$ cat src/sv/kmst_pkg.sv
`default_nettype none
package kmst_pkg;

  typedef logic [5:0] node_t;

  typedef struct packed {
    node_t       src;
    node_t       dst;
    logic [31:0] weight;
    logic [15:0] prob;
  } edge_t;

  typedef struct packed {
    node_t       src_node;
    node_t       dst_node;
    logic [31:0] edge_weight;
    logic [15:0] edge_prob;
    logic        graph_end;
  } in_item_t;

  typedef struct packed {
    node_t       tree_src;
    node_t       tree_dst;
    logic [31:0] tree_weight;
    logic        has_edge;
    logic        last_result;
    logic        tree_complete;
    logic        edges_dropped;
  } out_item_t;

  // parent table write / clear control
  typedef struct packed {
    logic  we;
    logic  clr;
    node_t addr;
    node_t data;
  } uf_wr_t;

  localparam logic REG_NUM_NODES   = 1'b0;
  localparam logic REG_HYBRID_MODE = 1'b1;

  // strict order: weight up, then (hybrid) prob down, then load order
  function automatic logic goes_before(input logic [31:0] aw, input logic [15:0] ap,
                                       input logic [15:0] ai, input logic [31:0] bw,
                                       input logic [15:0] bp, input logic [15:0] bi,
                                       input logic hyb);
    logic r;
    if (aw != bw) r = aw < bw;
    else if (hyb && ap != bp) r = ap > bp;
    else r = ai < bi;
    return r;
  endfunction

endpackage
`default_nettype wire

$ cat src/sv/kmst_parent_ram.sv
`default_nettype none
module kmst_parent_ram import kmst_pkg::*; #(
  parameter int DEPTH = 64
) (
  input  wire logic   clk,
  input  wire logic   rst,
  input  wire uf_wr_t wr,
  input  wire node_t  raddr,
  output node_t       rdata,
  output logic        rvalid
);
  localparam int AW = $clog2(DEPTH);

  node_t            mem [DEPTH];
  logic [DEPTH-1:0] vld;   // entry not valid: node is its own parent

  always_ff @(posedge clk) begin
    if (wr.we) begin
      mem[wr.addr[AW-1:0]] <= wr.data;
    end
    rdata <= mem[raddr[AW-1:0]];
  end

  always_ff @(posedge clk) begin
    if (rst || wr.clr) begin
      vld <= '0;
    end else if (wr.we) begin
      vld[wr.addr[AW-1:0]] <= 1'b1;
    end
    if (rst) begin
      rvalid <= 1'b0;
    end else begin
      rvalid <= vld[raddr[AW-1:0]] && !wr.clr;
    end
  end
endmodule
`default_nettype wire

$ cat config.mk
export PLATFORM = sky130hd
export DESIGN_NAME = kmst_parent_ram
export DESIGN_NICKNAME = d
export VERILOG_FILES = /design/src/sv/kmst_pkg.sv /design/src/sv/kmst_parent_ram.sv
export SDC_FILE = /design/constraint.sdc
export NUM_CORES = 1
export LEC_CHECK = 0
export ABC_AREA = 0
export BUFFER_PORTS_ARGS = -buffer_cell sky130_fd_sc_hd__buf_4
export CAP_MARGIN = 20
export CORE_UTILIZATION = 56
export CTS_CLUSTER_SIZE = 12
export DETAILED_ROUTE_END_ITERATION = 8
export PLACE_DENSITY = 0.84
export SLEW_MARGIN = 20
export SYNTH_ARGS = -nofsm -noshare
export SYNTH_HDL_FRONTEND = slang
export SYNTH_SLANG_ARGS = --single-unit
export TNS_END_PERCENT = 50
$ cat constraint.sdc
create_clock -name clk -period 1.7 [get_ports clk]
set_clock_uncertainty 0.05 [all_clocks]
set_input_delay 0.085 -clock clk [delete_from_list [all_inputs] [get_ports clk]]
set_output_delay 0.085 -clock clk [all_outputs]
set_load 0.05 [all_outputs]
==> results.txt, run 1 <==
total track usage - 25.6%
num rows - 64
CTS Buf Count - 46
worst slew pin tran - 803 ps
Netlist cell types - 51
post-route setup slack - -41.6 ps
Final Hold Viols - 0
fin crit period - 1740 ps
Fin Setup TNS - -50.4 ps
Clock transition at path regs - 60 ps
effective utilization at floorplan - 57.4%
max_cap viols - 0
area grow syn2layout - 17.6%
Syn Nets - 930
initial antenna violation count - 0
Post-synth EDFFs - 384
largest net degree at the start of global routing - 66
CTS Buffer Depth - 3
Design Area, Final - 20900 µm²
CP max stage cell - mux4_2
cell taking the most area after synthesis - edfxtp_1
Hold Crit Class - input port to register
routed wire length per instance - 26.8 µm
post-DP HPWL - 25.9 mm
crit-path cells - mux4_2 > mux2_4 > o221ai_2 > buf_4 > o22ai_2
Gate Count Post-Synth - 908
Vias/cell - 6.41
status - finished, violations left
WP data arrival - 2120 ps
Seq/Total Area, Yosys - 73.0%
Die W - 180 µm
Yosys reg bits - 455
minimum setup slack after placement - -246 ps
Leakage - 7.05 nW
pwr dens - 1100 nW/µm²
global-route wire length before repair - 61.1 mm
setup bufs post-CTS - 0
chip height - 180 µm
VDD IR max - 1.01 mV
final WL - 40.6 mm
starting DRC count in detailed routing - 1134
YS warnings - 0
io pins - 29
Initial DRT Pass Iterations - 5
fmax - 574 MHz
vias after detailed routing - 9696
syn_area_per_cell - 19.5 µm²
Final Max Tran Viols - 0
Ant. Diodes - 0
Placer Congestion - 0.932
die area - 32400 µm²
share of cells above drive strength 1 - 32.3%
WP buf/inv - 1
crit path kind - register to register
Fillers - 1874
maximum fanout along the worst path - 1
Final period util - 102%
worst skew pair latency - 560 ps
Root Driver - clkbuf_16
startpoint types - register
multi-input logic area - 4480 µm²
failing checks - negative setup slack
FF+latch area - 13000 µm²
commonest non-fill, non-tap cell in the layout - edfxtp_1
most frequent cells in the layout - edfxtp_1, buf_4, mux4_2, dfxtp_1, nor2_1
Post-synth top flop - edfxtp_1
Worst Path Required - 2080 ps
Mapped Area - 17700 µm²
DRT antenna net count - 0
max incr delay on CP - 500 ps
H-tree depth - 2
post-synth top area share - 65.0%
family with the most delay on the worst path - multiplexers
final net count - 1100
vias in the first global route - 9905
final setup fails - 2
Max-slew headroom - 46.4%
RSZ-0062 raised after global routing - true
Core Area - 30900 µm²
number of port buffers - 28
top cells by area, synth - edfxtp_1, mux4_2, dfxtp_1
DRC errors left - 0
ys async rst share - 0%
Placed Area - 19400 µm²
GRT overflow - 0
Clock Sinks - 455
CTS tree - built
crit path capture type - register
-- power by group --
group | internal [mW] | leakage [nW] | total (mW) | switching (mW)
combinational | 0.613 | 2.36 | 1.44 | 0.831
clock | 5.33 | 0.664 | 9.33 | 3.99
sequential | 12.2 | 4.03 | 12.2 | 0.0392
total | 18.1 | 7.05 | 23.0 | 4.86
-- final cells by class --
class / instances / area share (%)
Multi-Input combinational cell: 396 / 21.5
Sequential cell: 455 / 62.0
Inverter: 1 / 0.0180
Clock buffer: 78 / 6.38
Timing Repair Buffer: 178 / 7.41
Clock inverter: 8 / 0.288
Tap cell: 396 / 2.37
-- cell usage after synthesis (4+ instances only) --
cell / number
a211oi_1: 5
dfxtp_1: 71
mux4_2: 96
nand2b_1: 5
nor2_1: 66
mux2_2: 13
buf_2: 11
a211o_1: 4
nand3b_1: 7
o21bai_1: 4
nand3_1: 6
buf_4: 7
mux4_1: 12
nand2_1: 13
clkbuf_1: 22
or3b_2: 5
edfxtp_1: 384
mux2i_1: 16
nor3_1: 4
o21a_1: 64
o221ai_1: 8
buf_6: 8
o22ai_1: 25
nor2b_1: 6
-- registers in the layout, indices dropped and copies added (netlist names) --
register	cells
mem	384
rdata	6
vld	64
rvalid	1
-- metrics by stage --
stage | power [mW] | util [%] | hold WS (ps) | cells
after floorplan | 13.2 | - | 134 | 908
after global placement | 13.8 | 62.7 | 389 | 1423
after detailed placement | 13.8 | 62.7 | 400 | 1423
after CTS | 23.1 | 67.4 | 36.4 | 1512
after global routing | 23.6 | 67.5 | 62.6 | 1512
final | 23.0 | 67.5 | 45.8 | 1512
-- per-layer routing --
metal / vias to the layer above / wire length (µm) / track usage, %
met5: - / 0 / 0
met4: 0 / 1180 / 9.24
met3: 76 / 3850 / 6.73
met2: 539 / 19600 / 40.5
met1: 5010 / 15900 / 34.5
li1: 4071 / - / -
-- cells by family after synthesis --
group	synth area share, %
AOI/OAI and AO/OA	5.57
buffers and inverters	2.24
DFF	73.0
muxes	15.7
and+or+nand+nor	3.51
-- worst paths after layout --
kind / cells past startpoint / end / start / slack (ps)
max reg2reg: 5 / rdata[4]$_DFF_P_ / mem[55][4]$_DFFE_PP_ / -40
min: 1 / mem[15][2]$_DFFE_PP_ / wr[2] / 50
max: 5 / rdata[4]$_DFF_P_ / mem[55][4]$_DFFE_PP_ / -40
min reg2reg: 1 / vld[14]$_SDFFE_PP0P_ / vld[14]$_SDFFE_PP0P_ / 410
-- timing repair --
item	in CTS	in global routing
endpoints found under the hold margin	23	0
hold buffers	3	0
pin swaps	0	2
gates resized for setup	8	10
endpoints found under the setup margin	5	6
(Power assumes the default switching activity.)
==> run 2, diff against run 1 <==
- BUFFER_PORTS_ARGS: -buffer_cell sky130_fd_sc_hd__buf_4 -> -buffer_cell sky130_fd_sc_hd__buf_2
==> run 2 against run 1 <==
  * The run still ends with negative setup slack left
  * Core utilization is 0.36 points lower
  * Total power hardly changed
  * Setup slack worse by 4.5 ps
  * Worst hold slack better by 17 ps
  * First-iteration DRC count is 16% higher
  * Largest power group unchanged
  * Design area is 0.53% lower
  * Register-to-register slack hardly changed
  * Critical endpoint is now rdata[3]$_DFF_P_
  * Global-route usage is 2.3 points higher
==> results.txt, run 2 (synthesis gave the netlist of run 1 again) <==
Reg2Reg Depth - 4 (-1)
max incr delay on CP - 530 ps (+30 ps)
vias in the first global route - 10400 (+4.7%)
final WL - 43.6 mm (+7.5%)
status - finished, violations left
Clock transition at path regs - 60 ps (about the same)
Inst Count DP - 1428 (+0.35%)
CTS tree - built
effective utilization at floorplan - 57.4% (unchanged)
CTS Buf Count - 45 (-2.2%)
hold depth - 3 (+2)
Tot Pwr - 23.0 mW (about the same)
Leakage - 6.99 nW (-0.85%)
initial antenna violation count - 0 (unchanged)
Final Hold Viols - 0 (unchanged)
Hold Crit Class - input port to register
post-route setup slack - -46.2 ps (-4.54 ps)
post-DP HPWL - 26.5 mm (+2.5%)
worst skew pair latency - 540 ps (-20 ps)
Final period util - 103% (+0.27 points)
Root Driver - clkbuf_16
Largest register FFs - 384 (unchanged)
io pins - 29 (unchanged)
family with the most delay on the worst path - compound AO/OA/AOI/OAI gates
Core Area - 30900 µm² (unchanged)
vias after detailed routing - 10000 (+3.2%)
crit path kind - register to register
commonest non-fill, non-tap cell in the layout - edfxtp_1
GR peak layer - met2
Placer Congestion - 0.930 (-0.19%)
grt met1 use - 37.5% (+3.0 points)
final setup fails - 2 (unchanged)
crit-path cells - mux4_2 > a22o_1 > a211oi_4 > o2bb2ai_1
WP data arrival - 2110 ps (about the same)
total track usage - 27.8% (+2.3 points)
largest net degree at the start of global routing - 66 (unchanged)
pwr dens - 1110 nW/µm² (+0.45%)
maximum fanout along the worst path - 1 (unchanged)
starting DRC count in detailed routing - 1313 (+16%)
Max-slew headroom - 48.4% (+2.0 points)
Crit path depth - 4 (-1)
Vias/cell - 6.61 (+3.1%)
num rows - 64 (unchanged)
final net count - 1103 (+0.27%)
Initial DRT Pass Iterations - 5 (unchanged)
area grow syn2layout - 17.0%
startpoint types - register
DRC errors left - 0 (unchanged)
GRT overflow - 0 (unchanged)
Design Area, Final - 20800 µm² (-0.53%)
die area - 32400 µm² (unchanged)
global-route wire length before repair - 66.1 mm (+8.2%)
grt met3 use - 6.08% (-0.65 points)
Placed Area - 19300 µm² (-0.31%)
Finished Layout Cells - 1513 (+0.066%)
VDD IR max - 0.894 mV (-11%)
Fin Setup TNS - -59.2 ps (-8.74 ps)
FF+latch area - 13000 µm² (about the same)
routed wire length per instance - 28.8 µm (+7.4%)
Clock Sinks - 455 (unchanged)
worst slew pin tran - 774 ps (-28.3 ps)
Worst Path Required - 2070 ps (about the same)
fin crit period - 1750 ps (+4.54 ps)
M2 GR Usage - 44.9% (+4.5 points)
failing checks - negative setup slack
DRT antenna net count - 0 (unchanged)
crit path capture type - register
setup bufs post-CTS - 0 (unchanged)
chip height - 180 µm (unchanged)
max_cap viols - 0 (unchanged)
WP buf/inv - 0 (-1)
Ant. Diodes - 0 (unchanged)
worst hold margin - 63.3 ps (+17.4 ps)
Fillers - 1873 (-0.053%)
most frequent cells in the layout - edfxtp_1, buf_4, mux4_2, dfxtp_1, nor2_1
share of cells above drive strength 1 - 32.5% (+0.15 points)
multi-input logic area - 4470 µm² (-0.28%)
Die W - 180 µm (unchanged)
fmax - 573 MHz (-0.26%)
Final Max Tran Viols - 0 (unchanged)
CP max stage cell - mux4_2
number of port buffers - 28 (unchanged)
CTS Buffer Depth - 3 (unchanged)
RSZ-0062 raised after global routing - true
H-tree depth - 2 (unchanged)
[run 2: changes by cell type in the layout (fill, tap and decap cells not counted), moves of 3 or more]
cell,before,now
clkbuf_8,4,1
mux2_4,3,0
buf_2,0,21
clkinv_1,4,1
buf_12,16,13
clkbuf_1,27,31
a211oi_2,3,0
mux2_2,10,13
buf_4,158,144
[run 2: layout make-up]
type | count | area share (%)
Timing Repair Buffer | 182 | 7.16
Sequential cell | 455 | 62.4
Clock inverter | 4 | 0.229
Inverter | 1 | 0.0181
Tap cell | 396 | 2.39
Multi-Input combinational cell | 396 | 21.5
Clock buffer | 79 | 6.29
[run 2: worst reg2reg max path: cells and delay by family, from the launching register on]
kind | cells | cell delay (ps)
multiplexers | 1 | 530
flip-flops | 1 | 360
AO/OA/AOI/OAI | 3 | 680
[run 2: power by group]
part	internal, mW	switching, mW
registers	12.2	0.0407
logic	0.581	0.875
clock network	5.34	3.96
total	18.1	4.88
[run 2: worst paths after layout]
| path | startpoint | end | slack, ps |
|---|---|---|---|
| max | mem[63][3]$_DFFE_PP_ | rdata[3]$_DFF_P_ | -50 |
| min | raddr[4] | rvalid$_SDFF_PP0_ | 60 |
| max reg2reg | mem[63][3]$_DFFE_PP_ | rdata[3]$_DFF_P_ | -50 |
| min reg2reg | vld[17]$_SDFFE_PP0P_ | vld[17]$_SDFFE_PP0P_ | 410 |
[run 2: what timing repair did]
| item | 4_1_cts | 5_1_grt |
|---|---|---|
| endpoints found under the setup margin | 4 | 6 |
| gates resized for setup | 7 | 12 |
| pin swaps | 0 | 6 |
| hold buffers | 3 | 0 |
| hold endpoints to repair | 1 | 0 |
| gates cloned | 0 | 0 |
[run 2: layer usage]
metal,vias up,part of all wire [%]
met1,5099,36
met2,698,48
li1,4063,-
met3,143,11
met4,0,4.2
met5,-,0
[run 2: through the flow]
step	worst slack, ps	util [%]
finish	-46.2	67.2
global route	-65.1	67.2
CTS	3.38	67.0
detailed placement	-282	62.5
global placement	-246	62.5
floorplan	29.8	-
